## src/rtl/core/three_zone_window_waveshaper_assert.svh

```systemverilog
// ----------------------------------------------------------------------------
// Assertion macros
// Concurrent assertion wrappers used by the waveshaper top level.
// ----------------------------------------------------------------------------
`ifndef THREE_ZONE_WINDOW_WAVESHAPER_ASSERT_SVH
`define THREE_ZONE_WINDOW_WAVESHAPER_ASSERT_SVH
`ifndef ASSERT_OFF
`define ASSERT_RST(label, clk, rst_n, prop, msg) \
    label: assert property (@(posedge clk) disable iff (!rst_n) prop) else $error(msg);
`define ASSERT_ALL(label, clk, prop, msg) \
    label: assert property (@(posedge clk) prop) else $error(msg);
`else
`define ASSERT_RST(label, clk, rst_n, prop, msg)
`define ASSERT_ALL(label, clk, prop, msg)
`endif
`endif

```

## src/rtl/core/tzw_pkg.sv

```systemverilog
// ----------------------------------------------------------------------------
// tzw_pkg
// Types, widths and register codes of the three-zone window waveshaper.
// ----------------------------------------------------------------------------
package tzw_pkg;

    localparam int SAMPLE_BITS_DEF = 16;

    localparam int N_STAGES  = 7;
    localparam int N_CTL     = 7;
    localparam int CTL_IDX_W = $clog2(N_CTL);
    localparam int CFG_IDX_W = 8;
    localparam int CFG_W     = 32;
    localparam int MODE_W    = 3;

    localparam int CV_W   = 16;
    localparam int PROD_W = 32;
    localparam int CTL_W  = 19;
    localparam int X_W    = 20;
    localparam int EX_W   = 21;
    localparam int PM_W   = 39;
    localparam int PZ_W   = 40;
    localparam int YM_W   = 29;
    localparam int YZ_W   = 30;
    localparam int Y_W    = 31;
    localparam int SUM_W  = 33;

    localparam int AMT_SHIFT  = 14;
    localparam int GAIN_SHIFT = 10;
    localparam int CLIP_LIMIT = 5120;

    localparam int CTL_IN_OFF   = 0;
    localparam int CTL_OUT_OFF  = 1;
    localparam int CTL_HI_GAIN  = 2;
    localparam int CTL_TH_A     = 3;
    localparam int CTL_MID_GAIN = 4;
    localparam int CTL_TH_B     = 5;
    localparam int CTL_LO_GAIN  = 6;

    localparam logic [CFG_IDX_W-1:0] CFG_IDX_MODE = CFG_IDX_W'(N_CTL);
    localparam logic [MODE_W-1:0]    MODE_RESET   = 3'd5;
    localparam int                   HARD_CLIP_BIT = 2;

    typedef enum logic [1:0] {
        CLAMP_OFF  = 2'd0,
        CLAMP_PRE  = 2'd1,
        CLAMP_POST = 2'd2,
        CLAMP_BOTH = 2'd3
    } t_clamp;

    typedef logic [N_CTL-1:0][CV_W-1:0] t_cv_vec;

    typedef struct packed {
        logic [N_CTL-1:0][CV_W-1:0] base;
        logic [N_CTL-1:0][CV_W-1:0] amt;
        t_clamp                     clamp;
        logic                       hard_clip;
    } t_ctl_regs;

    typedef struct packed {
        logic [N_STAGES-1:0] load;
    } t_pipe_ctl;

    typedef struct packed {
        logic signed [X_W-1:0]   x;
        logic signed [CTL_W-1:0] hi_th;
        logic signed [CTL_W-1:0] lo_th;
        logic signed [CTL_W-1:0] mid_gain;
        logic signed [CTL_W-1:0] hi_gain;
        logic signed [CTL_W-1:0] lo_gain;
        logic signed [CTL_W-1:0] out_off;
    } t_ctl_out;

    typedef struct packed {
        logic signed [Y_W-1:0]   y;
        logic signed [CTL_W-1:0] out_off;
    } t_shape_out;

endpackage

```

## src/rtl/core/tzw_regs.sv

```systemverilog
// ----------------------------------------------------------------------------
// tzw_regs
// Configuration register file: seven control words and the mode bits.
// ----------------------------------------------------------------------------
module tzw_regs
    import tzw_pkg::*;
(
    input  logic                 i_clk,
    input  logic                 i_rst_n,
    input  logic                 i_cfg_valid,
    input  logic [CFG_IDX_W-1:0] i_cfg_index,
    input  logic [CFG_W-1:0]     i_cfg_data,
    output t_ctl_regs            o_regs
);

    logic [N_CTL-1:0][CFG_W-1:0] r_ctl;
    logic [MODE_W-1:0]           r_mode;

    always_ff @(posedge i_clk) begin
        if (!i_rst_n) begin
            r_ctl  <= '0;
            r_mode <= MODE_RESET;
        end else if (i_cfg_valid) begin
            if (i_cfg_index < CFG_IDX_W'(N_CTL)) begin
                r_ctl[i_cfg_index[CTL_IDX_W-1:0]] <= i_cfg_data;
            end else if (i_cfg_index == CFG_IDX_MODE) begin
                r_mode <= i_cfg_data[MODE_W-1:0];
            end
        end
    end

    always_comb begin
        for (int k = 0; k < N_CTL; k++) begin
            o_regs.base[k] = r_ctl[k][CFG_W-1:CV_W];
            o_regs.amt[k]  = r_ctl[k][CV_W-1:0];
        end
        o_regs.clamp     = t_clamp'(r_mode[1:0]);
        o_regs.hard_clip = r_mode[HARD_CLIP_BIT];
    end

endmodule

```

## config.mk

```make
export PLATFORM = sky130hd
export DESIGN_NAME = tzw_regs
export DESIGN_NICKNAME = d
export VERILOG_FILES = /design/src/rtl/core/three_zone_window_waveshaper_assert.svh /design/src/rtl/core/tzw_pkg.sv /design/src/rtl/core/tzw_regs.sv
export SDC_FILE = /design/constraint.sdc
export NUM_CORES = 1
export LEC_CHECK = 0
export ABC_CLOCK_PERIOD_IN_PS = 2700
export BUFFER_PORTS_ARGS = -buffer_cell sky130_fd_sc_hd__buf_2
export CAP_MARGIN = 20
export CELL_PAD_IN_SITES_DETAIL_PLACEMENT = 0
export CELL_PAD_IN_SITES_GLOBAL_PLACEMENT = 1
export CORE_ASPECT_RATIO = 0.6
export CORE_UTILIZATION = 41
export CTS_CLUSTER_DIAMETER = 40
export DETAILED_ROUTE_END_ITERATION = 10
export PLACE_DENSITY_LB_ADDON = 0.1
export SYNTH_ARGS = -nofsm -noshare
export SYNTH_HDL_FRONTEND = slang
export SYNTH_SLANG_ARGS = --single-unit
```

## constraint.sdc

```tcl
create_clock -name i_clk -period 2.7 [get_ports i_clk]
set_input_delay 0.135 -clock i_clk [delete_from_list [all_inputs] [get_ports i_clk]]
set_output_delay 0.135 -clock i_clk [all_outputs]
set_load 0.005 [all_outputs]
```

==> impl_metrics.csv <==
group,metric,value,unit
run_status,status,"finished clean",
critical_path,r2r_start,"o_regs[195]",
hold_path,hp-start,"i_rst_n",
grt,grt_pass1_wl,36.5,mm
hold_path,hp-class,"in2reg",
grt,grt_pass1_vias,6169,
place,portBuffers,269,
cells_and_area,drive_gt1_frac,0.313,
pwr,power_density,633,mW/mm²
detailed_routing,wire_per_inst,17.7,µm
logic_synthesis,ys_warn_count,0,
cells_and_area,fin_nets,1095,
place,place_congestion,0.804,
sta,setup_viol,0,
cells_and_area,insertedDiodeCount,0,
die,die_w,185,µm
critical_path,worst_ep_required_time,3050,ps
place,place_ws,562,ps
critical_path,worst_ep_arrival_time,2000,ps
clock_tree,numCtsBuffers,23,
logic_synthesis,synthCells,783,
sta,setup-tns-final,0,ps
logic_synthesis,ys_ff_latch,227,
sta,finalCritPeriodShare,0.609,
sta,fin_ws,1060,ps
grt,grt_max_degree,70,
clock_tree,clock-sinks,227,
grt,grt_usage,0.228,
die,start_util,0.424,
sta,hold_viol,0,
critical_path,worstSetupEndpointType,"register",
logic_synthesis,synth_area,0.00820,mm²
pwr,ir_drop,381,µV
detailed_routing,vias,6331,
clock_tree,path_clk_slew,60,ps
detailed_routing,first_pass_iters,4,
clock_tree,htreeDepth,1,
critical_path,reg2reg_slack,2060,ps
sta,rsz0062_at_grt,"no",
logic_synthesis,seq_area_frac_synth,0.554,
detailed_routing,ant_nets,0,
sta,worst_slew_pin_slew,708,ps
place,hpwl,16.2,mm
critical_path,timing.rr.end,"o_regs[195]",
sta,fmax,608,MHz
critical_path,start_kind,"input pin",
sta,skew,0,ps
die,die_h,112,µm
job,max-cap-violations,0,
clock_tree,cts-root-buf,"clkbuf_16",
grt,overflow,0,
critical_path,path_class,"in2reg",
critical_path,reg2regPathDepth,2,
sta,slew_viol_final,0,
clock_tree,clock_path_buffers,3,
detailed_routing,viasPerCell,4.75,
detailed_routing,drc_errors,0,
detailed_routing,drtIter0Drc,235,
logic_synthesis,mappedNetlistNets,826,
cells_and_area,syn_to_final_growth,29.1,%
pwr,p_leak,5.74,nW
detailed_routing,routed_wl,23.5,mm
logic_synthesis,syn_avg_cell_area,10.5,µm²
sta,period_minus_slack,1640,ps
die,core-area,0.0193,mm²
logic_synthesis,yosysUniqueCellTypes,22,
die,io_pins,270,
critical_path,crit_start,"i_cfg_index[7]",
critical_path,cp_max_fo,32,
clock_tree,cts_resized,0,
hold_path,holdPathEnd,"o_regs[110]",
die,dieArea,0.0206,mm²
die,rows,39,
sta,slew_headroom,0.524,
grt,antenna_found_initial,0,
clock_tree,cts_tree,"yes",
clock_tree,worstSkewPairLatency,490,ps
hold_path,hold_depth,3,
[sequential cells by signal, indices dropped and copies added (netlist names)]
register	cells
o_regs	224
r_mode	3
[layout make-up]
| type | count | area [µm²] |
|---|---|---|
| Multi-Input combinational cell | 502 | 3390 |
| Tap cell | 266 | 333 |
| Fill cell | 1790 | 8730 |
| Clock buffer | 34 | 677 |
| Timing Repair Buffer | 297 | 1580 |
| Clock inverter | 5 | 60.1 |
| Inverter | 1 | 3.75 |
| Sequential cell | 227 | 4540 |
[Yosys cell counts]
| cell | instances | area share |
|---|---|---|
| nand2_1 | 258 | 0.12 |
| dfxtp_1 | 227 | 0.55 |
| mux2i_1 | 227 | 0.28 |
| clkbuf_1 | 30 | 0.014 |
| buf_1 | 10 | 0.0046 |
| buf_2 | 9 | 0.0055 |
| nor2b_1 | 4 | 0.0031 |
| buf_12 | 3 | 0.0073 |
| nand4_1 | 2 | 0.0015 |
| buf_6 | 1 | 0.0014 |
| inv_1 | 1 | 0.00046 |
| nand3_1 | 1 | 0.00061 |
| nand3b_1 | 1 | 0.00092 |
| nand4b_1 | 1 | 0.0011 |
| nor2_1 | 1 | 0.00046 |
| nor3_1 | 1 | 0.00061 |
| nor3b_1 | 1 | 0.00092 |
| nor4_1 | 1 | 0.00076 |
| nor4_4 | 1 | 0.0026 |
| nor4b_4 | 1 | 0.0029 |
| or4_1 | 1 | 0.00092 |
| or4_4 | 1 | 0.0014 |
[where the power goes]
part	leakage, nW	switching (mW)	internal (mW)
clock network	0.365	1.30	1.83
registers	1.83	0.00203	3.35
logic	3.55	0.159	0.0619
total	5.74	1.46	5.25
[through the flow]
stage / instances / cell area, µm² / utilization / power, mW / hold slack (ps)
floorplan: 783 / 8200 / - / 3.54 / 301
global placement: 1291 / 9830 / 0.509 / 3.65 / 429
detailed placement: 1291 / 9830 / 0.509 / 3.65 / 424
CTS: 1332 / 10600 / 0.548 / 6.78 / 45.1
global route: 1332 / 10600 / 0.548 / 6.96 / 82.3
finish: 1332 / 10600 / 0.548 / 6.70 / 59.5
[metal layers]
layer | up-vias | GRT usage | part of all wire
met5 | - | 0 | 0
met4 | 0 | 0.0378 | 0.013
met3 | 29 | 0.0749 | 0.086
met2 | 179 | 0.338 | 0.41
met1 | 2991 | 0.325 | 0.49
li1 | 3132 | - | -
[how the worst max path moves through the flow]
| stage | slack (ps) | cells after the start | end |
|---|---|---|---|
| 2_1_floorplan | 980 | 5 | o_regs[68] |
| 3_3_place_gp | 590 | 5 | o_regs[82] |
| 3_5_place_dp | 560 | 5 | o_regs[78] |
| 4_1_cts | 1080 | 5 | o_regs[81] |
| 5_1_grt | 1020 | 5 | o_regs[76] |
| 6_report | 1060 | 5 | o_regs[81] |
[timing repair]
action                                 in CTS  in global routing
buffers inserted                            0                  0
endpoints found under the hold margin       2                  0
hold buffers                                2                  0
[cell families (layout without fill, tap and decap cells)]
kind of cell / after synthesis / in the layout / share of synthesized area
mux: 227 / 227 / 0.277
flops: 227 / 227 / 0.554
buf+inv: 54 / 337 / 0.0330
simple gates: 275 / 275 / 0.136
[critical path, cell delays in order]
cell and delay (ps):
buf_2 110, or4_4 580, or4_2 620, buf_4 330, mux2i_1 190
[cells in the final DEF, fill, tap and decap left out, drive strengths merged]
master,n
clkbuf,34
nand2,258
bufinv,1
nor4,2
nand3b,1
nor3b,1
inv,3
nand3,1
clkinv,2
dfxtp,227
nor2b,4
or4,2
nand4b,1
nor2,1
nor3,1
mux2i,227
buf,295
dlygate4sd3,2
nor4b,1
nand4,2
No activity file was read; power rests on OpenSTA's default activity.
