==> src/rtl/core/three_zone_window_waveshaper_assert.svh <==
// ----------------------------------------------------------------------------
// Assertion macros
// Concurrent assertion wrappers used by the waveshaper top level.
// ----------------------------------------------------------------------------
`ifndef THREE_ZONE_WINDOW_WAVESHAPER_ASSERT_SVH
`define THREE_ZONE_WINDOW_WAVESHAPER_ASSERT_SVH
`ifndef ASSERT_OFF
`define ASSERT_RST(label, clk, rst_n, prop, msg) \
    label: assert property (@(posedge clk) disable iff (!rst_n) prop) else $error(msg);
`define ASSERT_ALL(label, clk, prop, msg) \
    label: assert property (@(posedge clk) prop) else $error(msg);
`else
`define ASSERT_RST(label, clk, rst_n, prop, msg)
`define ASSERT_ALL(label, clk, prop, msg)
`endif
`endif

==> src/rtl/core/tzw_pkg.sv <==
// ----------------------------------------------------------------------------
// tzw_pkg
// Types, widths and register codes of the three-zone window waveshaper.
// ----------------------------------------------------------------------------
package tzw_pkg;

    localparam int SAMPLE_BITS_DEF = 16;

    localparam int N_STAGES  = 7;
    localparam int N_CTL     = 7;
    localparam int CTL_IDX_W = $clog2(N_CTL);
    localparam int CFG_IDX_W = 8;
    localparam int CFG_W     = 32;
    localparam int MODE_W    = 3;

    localparam int CV_W   = 16;
    localparam int PROD_W = 32;
    localparam int CTL_W  = 19;
    localparam int X_W    = 20;
    localparam int EX_W   = 21;
    localparam int PM_W   = 39;
    localparam int PZ_W   = 40;
    localparam int YM_W   = 29;
    localparam int YZ_W   = 30;
    localparam int Y_W    = 31;
    localparam int SUM_W  = 33;

    localparam int AMT_SHIFT  = 14;
    localparam int GAIN_SHIFT = 10;
    localparam int CLIP_LIMIT = 5120;

    localparam int CTL_IN_OFF   = 0;
    localparam int CTL_OUT_OFF  = 1;
    localparam int CTL_HI_GAIN  = 2;
    localparam int CTL_TH_A     = 3;
    localparam int CTL_MID_GAIN = 4;
    localparam int CTL_TH_B     = 5;
    localparam int CTL_LO_GAIN  = 6;

    localparam logic [CFG_IDX_W-1:0] CFG_IDX_MODE = CFG_IDX_W'(N_CTL);
    localparam logic [MODE_W-1:0]    MODE_RESET   = 3'd5;
    localparam int                   HARD_CLIP_BIT = 2;

    typedef enum logic [1:0] {
        CLAMP_OFF  = 2'd0,
        CLAMP_PRE  = 2'd1,
        CLAMP_POST = 2'd2,
        CLAMP_BOTH = 2'd3
    } t_clamp;

    typedef logic [N_CTL-1:0][CV_W-1:0] t_cv_vec;

    typedef struct packed {
        logic [N_CTL-1:0][CV_W-1:0] base;
        logic [N_CTL-1:0][CV_W-1:0] amt;
        t_clamp                     clamp;
        logic                       hard_clip;
    } t_ctl_regs;

    typedef struct packed {
        logic [N_STAGES-1:0] load;
    } t_pipe_ctl;

    typedef struct packed {
        logic signed [X_W-1:0]   x;
        logic signed [CTL_W-1:0] hi_th;
        logic signed [CTL_W-1:0] lo_th;
        logic signed [CTL_W-1:0] mid_gain;
        logic signed [CTL_W-1:0] hi_gain;
        logic signed [CTL_W-1:0] lo_gain;
        logic signed [CTL_W-1:0] out_off;
    } t_ctl_out;

    typedef struct packed {
        logic signed [Y_W-1:0]   y;
        logic signed [CTL_W-1:0] out_off;
    } t_shape_out;

endpackage

==> src/rtl/core/tzw_shape.sv <==
// ----------------------------------------------------------------------------
// tzw_shape
// Zone shaping: window clamp, middle gain and high or low zone excess gain.
// ----------------------------------------------------------------------------
module tzw_shape
    import tzw_pkg::*;
(
    input  logic       i_clk,
    input  t_pipe_ctl  i_pipe,
    input  t_ctl_out   i_ctl,
    input  t_clamp     i_clamp,
    output t_shape_out o_shape
);

    logic signed [X_W-1:0]   w_hi_x;
    logic signed [X_W-1:0]   w_lo_x;
    logic                    w_above;
    logic                    w_below;
    logic                    w_pre;
    logic                    w_post;

    logic signed [X_W-1:0]   r3_xm;
    logic signed [EX_W-1:0]  r3_ex;
    logic signed [CTL_W-1:0] r3_zg;
    logic signed [CTL_W-1:0] r3_mid_g;
    logic signed [CTL_W-1:0] r3_hi;
    logic signed [CTL_W-1:0] r3_lo;
    logic signed [CTL_W-1:0] r3_off;

    logic signed [PM_W-1:0]  r4_pm;
    logic signed [PZ_W-1:0]  r4_pz;
    logic signed [CTL_W-1:0] r4_hi;
    logic signed [CTL_W-1:0] r4_lo;
    logic signed [CTL_W-1:0] r4_off;

    logic signed [YM_W-1:0]  w_ym;
    logic signed [YM_W-1:0]  w_ym_hi;
    logic signed [YM_W-1:0]  w_ym_lo;
    logic signed [YM_W-1:0]  w_ymc;
    logic signed [YZ_W-1:0]  w_yz;

    t_shape_out              r5_q;

    assign w_pre  = (i_clamp == CLAMP_PRE)  || (i_clamp == CLAMP_BOTH);
    assign w_post = (i_clamp == CLAMP_POST) || (i_clamp == CLAMP_BOTH);

    assign w_hi_x  = X_W'(i_ctl.hi_th);
    assign w_lo_x  = X_W'(i_ctl.lo_th);
    assign w_above = i_ctl.x > w_hi_x;
    assign w_below = i_ctl.x < w_lo_x;

    always_ff @(posedge i_clk) begin
        if (i_pipe.load[2]) begin
            if (w_pre && w_below) begin
                r3_xm <= w_lo_x;
            end else if (w_pre && w_above) begin
                r3_xm <= w_hi_x;
            end else begin
                r3_xm <= i_ctl.x;
            end
            if (w_above) begin
                r3_ex <= EX_W'(i_ctl.x) - EX_W'(i_ctl.hi_th);
                r3_zg <= i_ctl.hi_gain;
            end else if (w_below) begin
                r3_ex <= EX_W'(i_ctl.x) - EX_W'(i_ctl.lo_th);
                r3_zg <= i_ctl.lo_gain;
            end else begin
                r3_ex <= '0;
                r3_zg <= '0;
            end
            r3_mid_g <= i_ctl.mid_gain;
            r3_hi    <= i_ctl.hi_th;
            r3_lo    <= i_ctl.lo_th;
            r3_off   <= i_ctl.out_off;
        end
    end

    always_ff @(posedge i_clk) begin
        if (i_pipe.load[3]) begin
            r4_pm  <= PM_W'(r3_xm) * PM_W'(r3_mid_g);
            r4_pz  <= PZ_W'(r3_ex) * PZ_W'(r3_zg);
            r4_hi  <= r3_hi;
            r4_lo  <= r3_lo;
            r4_off <= r3_off;
        end
    end

    always_comb begin
        w_ym    = YM_W'(r4_pm >>> GAIN_SHIFT);
        w_yz    = YZ_W'(r4_pz >>> GAIN_SHIFT);
        w_ym_hi = YM_W'(r4_hi);
        w_ym_lo = YM_W'(r4_lo);
        if (w_post && (w_ym < w_ym_lo)) begin
            w_ymc = w_ym_lo;
        end else if (w_post && (w_ym > w_ym_hi)) begin
            w_ymc = w_ym_hi;
        end else begin
            w_ymc = w_ym;
        end
    end

    always_ff @(posedge i_clk) begin
        if (i_pipe.load[4]) begin
            r5_q.y       <= Y_W'(w_ymc) + Y_W'(w_yz);
            r5_q.out_off <= r4_off;
        end
    end

    assign o_shape = r5_q;

endmodule

==> config.mk <==
export PLATFORM = sky130hd
export DESIGN_NAME = tzw_shape
export DESIGN_NICKNAME = d
export VERILOG_FILES = /design/src/rtl/core/three_zone_window_waveshaper_assert.svh /design/src/rtl/core/tzw_pkg.sv /design/src/rtl/core/tzw_shape.sv
export SDC_FILE = /design/constraint.sdc
export NUM_CORES = 2
export LEC_CHECK = 0
export BUFFER_PORTS_ARGS = -buffer_cell sky130_fd_sc_hd__buf_2
export CELL_PAD_IN_SITES_DETAIL_PLACEMENT = 1
export CELL_PAD_IN_SITES_GLOBAL_PLACEMENT = 1
export CORE_MARGIN = 10
export CORE_UTILIZATION = 52
export CTS_BUF_LIST = sky130_fd_sc_hd__clkbuf_2
export DETAILED_ROUTE_END_ITERATION = 10
export PLACE_DENSITY = 0.94
export SLEW_MARGIN = 20
export SYNTH_ARGS = -nofsm -noshare
export SYNTH_HDL_FRONTEND = slang
export SYNTH_SLANG_ARGS = --single-unit
==> constraint.sdc <==
create_clock -name i_clk -period 9.4 [get_ports i_clk]
set_input_delay 1.88 -clock i_clk [delete_from_list [all_inputs] [get_ports i_clk]]
set_output_delay 1.88 -clock i_clk [all_outputs]
set_load 0.02 [all_outputs]
==> reports/metrics.csv <==
metric;value;unit
hold wc startpoint;r4_off[10]$_DFFE_PP_;
HP Class;flop to flop;
cts bufs inserted;87;
placed cells;5337;
FF-to-FF path depth;23;
post-route cell area;45500;um2
first-pass GRT wire length;225;mm
share of cells above drive strength 1;8.62;%
ys async rst share;0;%
Core ar.;81800;um2
DIE AREA;94100;um2
Yosys warning count;0;
overall die height;307;um
Clk pin slew, worst setup/hold paths;0.13;ns
post-cts sizing count;0;
worst hold path depth;0;
DRT antenna net count;0;
WL final;148;mm
grt total ovfl;0;
area grow syn2layout;6.51;%
#FFs+latches synth;302;
clk buf depth;3;
Root Buffer;clkbuf_2;
final hold violation count;0;
drt first-iter violations;2965;
initial antenna violation count;41;
Seq/Total Area, Yosys;21.2;%
largest net degree at the start of global routing;87;
worst path required time;10.43;ns
Syn Nets;5496;
number of global-route vias before repair;39500;
Arr. time, crit path;9.27;ns
TritonRoute pass-1 iters;5;
Worst Skew;0.171;ns
outcome;completed;
placed inst area;44700;um2
Setup CP Type;flop to flop;
syn avg cell area;10.2;um2
Hold EP;o_shape[10]$_DFFE_PP_;
minimum clock period;8.23;ns
NumNets Final;5639;
R2R Setup Slk;1.17;ns
post-synth cell types;71;
Sum Neg Setup Slack;0;ns
worst-path fanout max;19;
number of buffers added on ports;189;
RSZ-0062 raised after global routing;no;
cell count after synthesis;4213;
TritonCTS clock tree;done;
Die W;307;um
EDFF count, synth;302;
Reg2Reg Capture Point;r4_pz[30]$_DFFE_PP_;
Vias;33200;
initial core utilization;52.2;%
row count;105;
Setup Buffers After CTS;0;
Worst Setup End Kind;flop;
total track usage;31.5;%
fmax;121;MHz
routed len/inst;26.9;um
H-Tree Depth;3;
Startpoint Class;flop;
Final setup viols;0;
routability congestion estimate;0.913;
residual DRC count;0;
Final HPWL DP;112;mm
Worst-Margin Slew;1.17;ns
Max-cap violations;0;
CTS Sinks;302;
via/cell ratio;6.03;
fin. max-slew vios;0;
slew margin rel.;22.2;%
final-layout fill cell count;9095;
clock latency at the later pin of the worst-skew pair;1.30;ns
hold_buf cts;0;
mapped cell area;42800;um2
top_reg_cell synth;edfxtp_1;
final period utilization;87.6;%
most frequent cells in the layout;inv_1, fa_1, nand2_1, ha_1, and2_1;
worst r2r src;r3_ex[11]$_DFFE_PP_;
CP Launch Point;r3_ex[11]$_DFFE_PP_;
most common cell after layout, fill and taps aside;inv_1;
io pins;194;
non-filler cells, final;5511;
[critical path, cell delays in order (launching register included)]
cell and delay, ns:
edfxtp_1 1.10, and2_1 0.28, fa_1 0.46, fa_1 0.61, inv_1 0.07, fa_1 0.49
inv_1 0.08, fa_1 0.49, fa_1 0.56, inv_1 0.07, fa_1 0.52, inv_1 0.07
ha_1 0.29, ha_1 0.35, a21o_1 0.22, a211oi_1 0.44, a211oi_1 0.31, and2_1 0.26
o21a_1 0.24, o311a_1 0.35, o21a_1 0.23, o21ai_1 0.23, a21oi_1 0.12, xor2_1 0.16
[kinds of logic (layout without fill, tap and decap cells)]
family | Yosys count | in the layout | share of synthesized area (%)
flip-flops | 302 | 302 | 21.2
adder cells (fa/ha/maj) | 1139 | 1139 | 47.2
AO/OA/AOI/OAI | 418 | 418 | 6.62
other | 0 | 19 | 0
buffers and inverters | 1079 | 1288 | 9.50
multiplexers | 3 | 3 | 0.0731
AND/OR/NAND/NOR | 1145 | 1145 | 12.8
XOR/XNOR | 127 | 127 | 2.60
[how the worst max path moves through the flow]
stage | end | depth (start not counted)
after global placement | r4_pz[39]$_DFFE_PP_ | 22
after global routing | r4_pz[39]$_DFFE_PP_ | 22
after CTS | r4_pz[39]$_DFFE_PP_ | 22
after detailed placement | r4_pz[39]$_DFFE_PP_ | 22
after floorplan | r4_pm[38]$_DFFE_PP_ | 23
final | r4_pz[30]$_DFFE_PP_ | 23
[through the flow]
step                      utilization (%)  worst slack [ns]  hold slack, ns
after global routing                 55.6             0.900           0.420
after global placement               54.6              1.70           0.401
final                                55.6              1.17           0.407
after detailed placement             54.6              1.32           0.406
after floorplan                         -              2.52           0.400
after CTS                            55.6              1.33           0.370
[layer usage]
| layer | wire length [um] | vias to the layer above | global-route usage [%] |
|---|---|---|---|
| met5 | 270 | - | 0 |
| met4 | 11300 | 42 | 21.5 |
| met3 | 15300 | 802 | 9.19 |
| met2 | 72900 | 2049 | 53.1 |
| met1 | 48400 | 16900 | 34.0 |
| li1 | - | 13400 | - |
[synth_stat cells (all sizes together), types with 3 or more instances]
library cell / number / area (um2)
xor2: 38 / 333
a21oi: 118 / 591
nor2b: 22 / 138
nand2b: 34 / 213
nand3: 19 / 95.1
and4: 3 / 26.3
ha: 349 / 4370
o211ai: 7 / 52.6
buf: 8 / 43.8
o22ai: 16 / 100
a22o: 20 / 175
and3: 10 / 62.6
nor3: 29 / 145
and2: 326 / 2040
or2: 4 / 25.0
xnor2: 89 / 780
a31oi: 8 / 50.1
nand2: 517 / 1940
nor2: 143 / 542
a221o: 4 / 40.0
a211oi: 15 / 113
a2111oi: 4 / 53.8
or3: 7 / 43.8
o41ai: 3 / 41.3
o21ai: 64 / 324
inv: 910 / 3420
a211o: 5 / 43.8
edfxtp: 302 / 9070
nor4: 3 / 18.8
o21a: 25 / 188
o221ai: 20 / 175
fa: 790 / 15800
o21bai: 12 / 90.1
clkbuf: 161 / 604
o31ai: 10 / 80.1
a21boi: 5 / 37.5
nand4: 23 / 144
a21o: 57 / 428
[cell type report]
cell class	instances	area, um2	area share [%]
Antenna cell	19	47.5	0.104
Clock buffer	123	616	1.35
Clock inverter	32	174	0.382
Inverter	910	3420	7.50
Multi-Input combinational cell	2832	29700	65.2
Sequential cell	302	9070	19.9
Tap cell	1070	1340	2.94
Timing Repair Buffer	223	1210	2.66
[registers in the layout (all words and copies together) (netlist names)]
signal	flops
o_shape	50
r4_pz	30
r4_pm	29
r3_ex	21
r3_xm	20
r3_hi	19
r3_lo	19
r3_mid_g	19
r3_off	19
r3_zg	19
r4_hi	19
r4_lo	19
r4_off	19
Power is left out: the tool's default activity adds up to more than one toggle a clock period on the data nets, which glitch-free logic cannot reach.
