===== src/rtl/core/three_zone_window_waveshaper_assert.svh =====
// ----------------------------------------------------------------------------
// Assertion macros
// Concurrent assertion wrappers used by the waveshaper top level.
// ----------------------------------------------------------------------------
`ifndef THREE_ZONE_WINDOW_WAVESHAPER_ASSERT_SVH
`define THREE_ZONE_WINDOW_WAVESHAPER_ASSERT_SVH
`ifndef ASSERT_OFF
`define ASSERT_RST(label, clk, rst_n, prop, msg) \
    label: assert property (@(posedge clk) disable iff (!rst_n) prop) else $error(msg);
`define ASSERT_ALL(label, clk, prop, msg) \
    label: assert property (@(posedge clk) prop) else $error(msg);
`else
`define ASSERT_RST(label, clk, rst_n, prop, msg)
`define ASSERT_ALL(label, clk, prop, msg)
`endif
`endif


===== src/rtl/core/tzw_pkg.sv =====
// ----------------------------------------------------------------------------
// tzw_pkg
// Types, widths and register codes of the three-zone window waveshaper.
// ----------------------------------------------------------------------------
package tzw_pkg;

    localparam int SAMPLE_BITS_DEF = 16;

    localparam int N_STAGES  = 7;
    localparam int N_CTL     = 7;
    localparam int CTL_IDX_W = $clog2(N_CTL);
    localparam int CFG_IDX_W = 8;
    localparam int CFG_W     = 32;
    localparam int MODE_W    = 3;

    localparam int CV_W   = 16;
    localparam int PROD_W = 32;
    localparam int CTL_W  = 19;
    localparam int X_W    = 20;
    localparam int EX_W   = 21;
    localparam int PM_W   = 39;
    localparam int PZ_W   = 40;
    localparam int YM_W   = 29;
    localparam int YZ_W   = 30;
    localparam int Y_W    = 31;
    localparam int SUM_W  = 33;

    localparam int AMT_SHIFT  = 14;
    localparam int GAIN_SHIFT = 10;
    localparam int CLIP_LIMIT = 5120;

    localparam int CTL_IN_OFF   = 0;
    localparam int CTL_OUT_OFF  = 1;
    localparam int CTL_HI_GAIN  = 2;
    localparam int CTL_TH_A     = 3;
    localparam int CTL_MID_GAIN = 4;
    localparam int CTL_TH_B     = 5;
    localparam int CTL_LO_GAIN  = 6;

    localparam logic [CFG_IDX_W-1:0] CFG_IDX_MODE = CFG_IDX_W'(N_CTL);
    localparam logic [MODE_W-1:0]    MODE_RESET   = 3'd5;
    localparam int                   HARD_CLIP_BIT = 2;

    typedef enum logic [1:0] {
        CLAMP_OFF  = 2'd0,
        CLAMP_PRE  = 2'd1,
        CLAMP_POST = 2'd2,
        CLAMP_BOTH = 2'd3
    } t_clamp;

    typedef logic [N_CTL-1:0][CV_W-1:0] t_cv_vec;

    typedef struct packed {
        logic [N_CTL-1:0][CV_W-1:0] base;
        logic [N_CTL-1:0][CV_W-1:0] amt;
        t_clamp                     clamp;
        logic                       hard_clip;
    } t_ctl_regs;

    typedef struct packed {
        logic [N_STAGES-1:0] load;
    } t_pipe_ctl;

    typedef struct packed {
        logic signed [X_W-1:0]   x;
        logic signed [CTL_W-1:0] hi_th;
        logic signed [CTL_W-1:0] lo_th;
        logic signed [CTL_W-1:0] mid_gain;
        logic signed [CTL_W-1:0] hi_gain;
        logic signed [CTL_W-1:0] lo_gain;
        logic signed [CTL_W-1:0] out_off;
    } t_ctl_out;

    typedef struct packed {
        logic signed [Y_W-1:0]   y;
        logic signed [CTL_W-1:0] out_off;
    } t_shape_out;

endpackage


===== src/rtl/core/tzw_out.sv =====
// ----------------------------------------------------------------------------
// tzw_out
// Output stage: optional hard clip, output offset and saturation.
// ----------------------------------------------------------------------------
module tzw_out
    import tzw_pkg::*;
#(
    parameter int SAMPLE_BITS = SAMPLE_BITS_DEF
) (
    input  logic                   i_clk,
    input  t_pipe_ctl              i_pipe,
    input  t_shape_out             i_shape,
    input  logic                   i_hard_clip,
    output logic signed [CV_W-1:0] o_wave
);

    localparam logic signed [Y_W-1:0]   CLIP_HI = Y_W'(CLIP_LIMIT);
    localparam logic signed [Y_W-1:0]   CLIP_LO = -CLIP_HI;
    localparam logic signed [SUM_W-1:0] SMAX =
        SUM_W'((64'sd1 <<< (SAMPLE_BITS - 1)) - 64'sd1);
    localparam logic signed [SUM_W-1:0] SMIN = ~SMAX;

    logic signed [Y_W-1:0]   r6_y;
    logic signed [CTL_W-1:0] r6_off;
    logic signed [SUM_W-1:0] w_sum;
    logic signed [SUM_W-1:0] w_sat;
    logic signed [CV_W-1:0]  r7_wave;

    always_ff @(posedge i_clk) begin
        if (i_pipe.load[5]) begin
            if (i_hard_clip && (i_shape.y > CLIP_HI)) begin
                r6_y <= CLIP_HI;
            end else if (i_hard_clip && (i_shape.y < CLIP_LO)) begin
                r6_y <= CLIP_LO;
            end else begin
                r6_y <= i_shape.y;
            end
            r6_off <= i_shape.out_off;
        end
    end

    always_comb begin
        w_sum = SUM_W'(r6_y) + SUM_W'(r6_off);
        if (w_sum > SMAX) begin
            w_sat = SMAX;
        end else if (w_sum < SMIN) begin
            w_sat = SMIN;
        end else begin
            w_sat = w_sum;
        end
    end

    always_ff @(posedge i_clk) begin
        if (i_pipe.load[6]) begin
            r7_wave <= w_sat[CV_W-1:0];
        end
    end

    assign o_wave = r7_wave;

endmodule


===== config.mk =====
export PLATFORM = sky130hd
export DESIGN_NAME = tzw_out
export DESIGN_NICKNAME = d
export VERILOG_FILES = /design/src/rtl/core/three_zone_window_waveshaper_assert.svh /design/src/rtl/core/tzw_pkg.sv /design/src/rtl/core/tzw_out.sv
export SDC_FILE = /design/constraint.sdc
export NUM_CORES = 1
export LEC_CHECK = 0
export BUFFER_PORTS_ARGS = -buffer_cell sky130_fd_sc_hd__buf_4
export CORE_ASPECT_RATIO = 0.6
export CORE_UTILIZATION = 57
export DETAILED_ROUTE_END_ITERATION = 8
export PLACE_DENSITY = 0.83
export SYNTH_ARGS = -nofsm -noshare
export SYNTH_HDL_FRONTEND = slang
export SYNTH_SLANG_ARGS = --single-unit

===== constraint.sdc =====
create_clock -name i_clk -period 4.17 [get_ports i_clk]
set_clock_uncertainty 0.1 [all_clocks]
set_input_delay 0.2085 -clock i_clk [delete_from_list [all_inputs] [get_ports i_clk]]
set_output_delay 0.2085 -clock i_clk [all_outputs]
set_load 0.005 [all_outputs]

==> qor.yml, run 1 <==
vias_per_cell: 6.17
routed_wirelength_um: 11300
final-hold-violation-count: 0
setup_tns_ns: 0
hpwl_um: 8270
worstSetupStartpointType: "flip-flop"
path_clk_slew_ns: 0.05
critPathCaptureType: "flip-flop"
slew_headroom_pct: 41.4
synth_edf_count: 66
drive_gt1_share_pct: 22.9
cts_sinks: 66
async_flop_share_pct: 0
critPathMaxFanout: 15
grt_setup_unrepaired: "no"
max_freq_mhz: 259
crit_type: "flip-flop to flip-flop"
port_buffers: 69
layout_common_cells: "buf_4, edfxtp_1, nor2_1"
gp_congestion: 0.926
setup_viol_count_final: 0
crit_slowest_cell: "a41oi_4"
crit_top_cell: "o21a_1"
r2r_start: "r6_y[6]"
crit_start: "r6_y[6]"
postRouteAntennaNets: 0
stdcell_count: 641
post-route-period-util_pct: 92.5
status: "complete, but fails checks"
yosysWarnings: 0
violations: "DRC"
crit_required_ns: 4.13
p_per_area_mw_per_mm2: 423
maxSlewViolCount: 0
insertedDiodeCount: 0
grt_max_degree: 51
cts_tree: "yes"
slowest_delay_ns: 0.55
yosysSeqAreaShare_pct: 43.8
p_leak_nw: 2.20
tightest_slew_ns: 0.868
vias: 3954
synth_flop_cell: "edfxtp_1"
wl_per_cell_um: 17.6
drt_iter0_markers: 464
antenna_found_initial: 0
drcViolationCount: 2
fp.dieH_um: 71.0
clk_latency_ns: 0.34
syn_inst: 443
hp-start: "i_shape[29]"
ctsRootBufferMaster: "clkbuf_16"
dieArea_mm2: 0.00832
peakVddDrop_v: 0.000433
area_growth_pct: 23.6
grt_pass1_vias: 3486
core_mm2: 0.00748
numCtsBuffers: 9
hold_path.class: "primary input to flip-flop"
synth_area_mm2: 0.00453
yosys.cell_types.count: 64
cts_resized: 0
io_pins: 75
dp.cells: 605
synth_seq_cells: 66
start_util_pct: 60.6
crit_chain: "ha_1 -> a21oi_1 -> o22ai_1 -> o21a_1 -> o31ai_1 -> a31oi_1 -> o21a_1 -> and3_1 -> o221a_2 -> a41oi_4 -> o21ai_1"
holdWs_ns: 0.0571
grt_pass1_wl_um: 17800
h-tree-depth: 3
layout_commonest_cell: "buf_4"
grt_usage_pct: 29.3
synth_nets: 534
avgSynthCellArea_um2: 10.2
finalNetCount: 623
rows: 24
crit_arrival_ns: 3.82
cts_max_path_buffers: 2
drtPass1Iterations: 8
grt_overflow: 0
period_needed_ns: 3.86
cap_violations: 0
die_w_um: 117
## repair_timing
action                                 in CTS  in global routing
hold buffers                               20                  0
buffers inserted                            0                  0
endpoints found under the hold margin      20                  0
## final cells by class
| class | count | area (um^2) |
|---|---|---|
| multi-input cells | 345 | 2390 |
| well taps | 104 | 130 |
| repair buffers | 93 | 748 |
| clock buffers | 9 | 225 |
| clock inverters | 7 | 55.1 |
| inverters | 17 | 63.8 |
| fillers | 511 | 1880 |
| flip-flops and latches | 66 | 1980 |
## kinds of logic (layout without fill, tap and decap cells)
group / after synthesis / count (layout) / synth area share [%]
xor+xnor: 26 / 26 / 5.19
simple gates: 162 / 162 / 18.2
buf+inv: 32 / 126 / 3.40
flops: 66 / 66 / 43.8
fa+ha+maj: 32 / 32 / 9.01
compound gates: 125 / 125 / 20.4
## through the flow
stage	utilization (%)	total power [mW]	worst slack [ns]	area, um^2
final	74.8	2.37	0.312	5600
after global routing	74.8	2.48	0.218	5600
after CTS	74.8	2.35	0.425	5600
after detailed placement	68.4	1.64	0.430	5120
after global placement	68.4	1.62	0.514	5120
after floorplan	-	1.42	0.668	4530
## routing by layer
| layer | GRT usage, % | vias up | part of all wire, % |
|---|---|---|---|
| li1 | - | 1847 | - |
| met1 | 44.0 | 1791 | 46 |
| met2 | 42.3 | 280 | 41 |
| met3 | 6.51 | 36 | 10 |
| met4 | 8.44 | 0 | 2.0 |
| met5 | 0 | - | 0 |
## power breakdown
group / total (mW) / internal (mW) / switching, mW
clock network: 0.692 / 0.405 / 0.287
registers: 0.856 / 0.824 / 0.0315
logic: 0.819 / 0.335 / 0.485
## synthesized netlist by cell type, types with 3 or more instances
cell | instances | area, um^2
xnor2_1 | 13 | 114
o211ai_1 | 3 | 22.5
a21oi_1 | 35 | 175
a21o_1 | 5 | 37.5
nor2b_1 | 3 | 18.8
nor3_1 | 11 | 55.1
inv_1 | 17 | 63.8
a31oi_1 | 6 | 37.5
xor2_1 | 12 | 105
and3_1 | 5 | 31.3
nor2_1 | 56 | 210
buf_6 | 4 | 45.0
nand2_1 | 27 | 101
clkbuf_1 | 7 | 26.3
o22ai_1 | 3 | 18.8
or3_1 | 3 | 18.8
nand2b_1 | 5 | 31.3
nor4_1 | 7 | 43.8
ha_1 | 31 | 388
nand4_1 | 10 | 62.6
edfxtp_1 | 66 | 1980
buf_2 | 3 | 15.0
o21ai_1 | 9 | 45.0
o21a_1 | 4 | 30.0
and2_1 | 12 | 75.1
o21ai_0 | 19 | 95.1
a211oi_1 | 3 | 22.5
o21ai_2 | 11 | 96.3
nand3_1 | 10 | 50.1
## sequential cells by signal, summed over array words and instances (netlist names)
| name | flops |
|---|---|
| r6_y | 31 |
| r6_off | 19 |
| o_wave | 16 |
## path summary, 6_finish.rpt
check | to | slack (ns) | cells past startpoint
worst min register to register | o_wave[0] | 0.62 | 3
worst max register to register | o_wave[6] | 0.31 | 11
worst max-delay path | o_wave[6] | 0.31 | 11
worst min-delay path | r6_y[10] | 0.06 | 2
## worst max-delay path: cells and delay by family (launching register included)
kind	cells	cell delay, ns
simple gates	1	0.19
compound gates	9	2.46
fa+ha+maj	1	0.43
flops	1	0.40
Note: power is estimated with default switching activity, not from simulation.
==> inputs of run 2 (changes only) <==
- ABC_AREA: unset -> 1
- CORE_UTILIZATION: 57 -> 63
- PLACE_DENSITY: 0.83 -> 0.89
- clock period: 4.17 -> 4.5 ns (I/O delays scaled with it)
==> qor.yml, run 2 <==
status: "finished, final reports clean"
max_freq_mhz: 318  # +23%
setup_viol_count_final: 0  # unchanged
vias_per_cell: 5.61  # -9.0%
top_register: "r6_y"
yosysWarnings: 0  # unchanged
busiest_layer: "met2"
cts_sinks: 66  # unchanged
yosys.cell_types.count: 33  # -48%
multiInputGateArea_mm2: 0.00260  # +8.8%
grt_use_met3_pct: 9.12  # +2.6 points
synth_nets: 826  # +55%
final-hold-violation-count: 0  # unchanged
cts_resized: 0  # unchanged
crit_arrival_ns: 3.12  # -0.70 ns
postRouteAntennaNets: 0  # unchanged
postPlaceCellArea_mm2: 0.00581  # +14%
r2r_start: "r6_off[18]"
synth_flop_cell: "edfxtp_1"
drive_gt1_share_pct: 15.9  # -7.0 points
gp_congestion: 0.919  # -0.78%
reg2reg_depth: 11  # unchanged
grt_pass1_wl_um: 24400  # +37%
p_sw_uw: 860  # +7.0%
area_growth_pct: 21.5
synth_edf_count: 66  # unchanged
grt_usage_pct: 38.1  # +8.8 points
synth_most_common_cell: "nand2_1"
r2r_end: "o_wave[0]"
grt_overflow: 0  # unchanged
fp.dieH_um: 72.3  # +1.7%
period_needed_ns: 3.14  # -0.717 ns
crit_chain: "ha_1 -> a21oi_1 -> nand2_1 -> a21oi_1 -> nand4_1 -> nand2_1 -> nand4_1 -> nor2_1 -> nand2_1 -> nand2_2 -> nand2_1"
swShare_pct: 36.2  # +2.2 points
drt_iter0_markers: 671  # +45%
p_clk_share_pct: 30.1  # +0.9 points
hold_end: "r6_y[5]"
peakVddDrop_v: 0.000330  # -24%
die_w_um: 119  # +1.8%
synth_area_leader_cell: "edfxtp_1"
p_per_area_mw_per_mm2: 377  # -11%
rows: 25  # +4.2%
cts_max_path_buffers: 2  # unchanged
hold_depth: 3  # +1
grt_pass1_vias: 4766  # +37%
cap_violations: 0  # unchanged
synth_top_area_share_pct: 38.2  # -5.5 points
synthTopCellsByArea: "edfxtp_1, nand2_1, inv_1"
drcViolationCount: 0  # -2
layout_commonest_cell: "nand2_1"
setup_tns_ns: 0  # unchanged
insertedDiodeCount: 0  # unchanged
clk_latency_ns: 0.35  # about the same
crit_slowest_cell: "edfxtp_1"
critPathMaxFanout: 15  # unchanged
path_clk_slew_ns: 0.06  # about the same
synthTopCellsByCount: "nand2_1, inv_1, edfxtp_1, nor2_1, ha_1"
finalNetCount: 921  # +48%
antenna_found_initial: 0  # unchanged
grt_use_met2_pct: 59.9  # +18 points
hold_path.class: "primary input to flip-flop"
maxSlewViolCount: 0  # unchanged
syn_inst: 735  # +66%
h-tree-depth: 3  # unchanged
drtPass1Iterations: 5  # -3
fillerInstances: 530  # +3.7%
wl_per_cell_um: 16.5  # -6.6%
grt_max_degree: 51  # unchanged
yosysSeqAreaShare_pct: 38.2  # -5.5 points
seq_power_share_pct: 34.3  # -1.9 points
holdWs_ns: 0.111  # +0.0535 ns
tightest_slew_ns: 0.641  # -0.228 ns
dieArea_mm2: 0.00861  # +3.5%
numCtsBuffers: 9  # unchanged
met1_usage_pct: 52.1  # +8.1 points
p_leak_nw: 3.30  # +50%
crit_required_ns: 4.48  # +0.35 ns
total_power_mw: 2.38  # +0.35%
layout_common_cells: "nand2_1, inv_1, buf_4"
rrSetupSlack_ns: 1.36  # +1.05 ns
core_mm2: 0.00791  # +5.8%
vias: 5293  # +34%
cts_setup_buffers: 0  # unchanged
seq_area_mm2: 0.00198  # unchanged
largest_reg_flops: 31  # unchanged
hpwl_um: 10800  # +31%
final_area_mm2: 0.00630  # +13%
slowest_delay_ns: 0.61  # +0.06 ns
routed_wirelength_um: 15500  # +37%
slew_headroom_pct: 57.3  # +16 points
cts_tree: "yes"
port_buffers: 69  # unchanged
crit_type: "flip-flop to flip-flop"
ctsRootBufferMaster: "clkbuf_16"
async_flop_share_pct: 0  # unchanged
io_pins: 75  # unchanged
critPathCaptureType: "flip-flop"
internal_power_mw: 1.52  # -3.0%
worstSetupStartpointType: "flip-flop"
crit_top_cell: "nand2_1"
hp-start: "i_shape[24]"
hold_buffers: 20  # unchanged
combPwrFrac_pct: 35.6  # +1.0 points
avgSynthCellArea_um2: 7.05  # -31%
synth_seq_cells: 66  # unchanged
post-route-period-util_pct: 69.8  # -23 points
synth_area_mm2: 0.00518  # +15%
start_util_pct: 65.5  # +5.0 points
grt_setup_unrepaired: "no"
## run 2: cells by family (layout without fill, tap and decap cells)
kind of cell / Yosys count / count (layout) / share of synthesized area, %
DFF: 66 / 66 / 38.2
buffers and inverters: 157 / 257 / 11.6
AOI/OAI and AO/OA: 31 / 31 / 3.26
adders and majority gates: 32 / 32 / 7.87
xor gates and xnor gates: 14 / 14 / 2.36
and+or+nand+nor: 435 / 435 / 36.7
## run 2: critical path: cells and delay by family, from the launching register on
family / cells / cell delay [ns]
AOI/OAI and AO/OA: 2 / 0.68
and+or+nand+nor: 8 / 0.99
DFF: 1 / 0.61
adders and majority gates: 1 / 0.48
## run 2: power by group through the flow
stage	sequential, mW	combinational (mW)	clock, mW
after global routing	0.821	0.931	0.732
after CTS	0.815	0.811	0.702
final	0.814	0.845	0.716
after global placement	0.820	0.766	0
after floorplan	0.818	0.540	0
after detailed placement	0.827	0.790	0
## run 2: area by class of cell
type,count,share of cell area (%)
clock buffers,9,3.57
clock inverters,7,1.09
inverters,152,9.05
multi-input cells,512,41.3
flip-flops and latches,66,31.4
well taps,108,2.14
repair buffers,89,11.4
## run 2: per-layer routing
metal	vias up	share of wire, %
met1	2358	42
met5	-	0
met2	385	43
li1	2495	-
met4	0	3.4
met3	55	11
## run 2: worst max path at each step
stage                from  cells after the start   endpoint  slack (ns)
2_1_floorplan  r6_off[18]                     16  o_wave[0]        1.96
3_3_place_gp   r6_off[18]                     11  o_wave[2]        1.63
3_5_place_dp   r6_off[18]                     11  o_wave[0]        1.44
4_1_cts        r6_off[18]                     11  o_wave[0]        1.43
5_1_grt        r6_off[18]                     15  o_wave[0]        1.11
6_report       r6_off[18]                     11  o_wave[0]        1.36
## run 2: stage by stage
stage	cells	utilization (%)	setup WS (ns)
2_1_floorplan	735	-	1.96
3_3_place_gp	907	73.4	1.63
3_5_place_dp	907	73.4	1.44
4_1_cts	943	79.6	1.43
5_1_grt	943	79.6	1.11
6_report	943	79.6	1.36
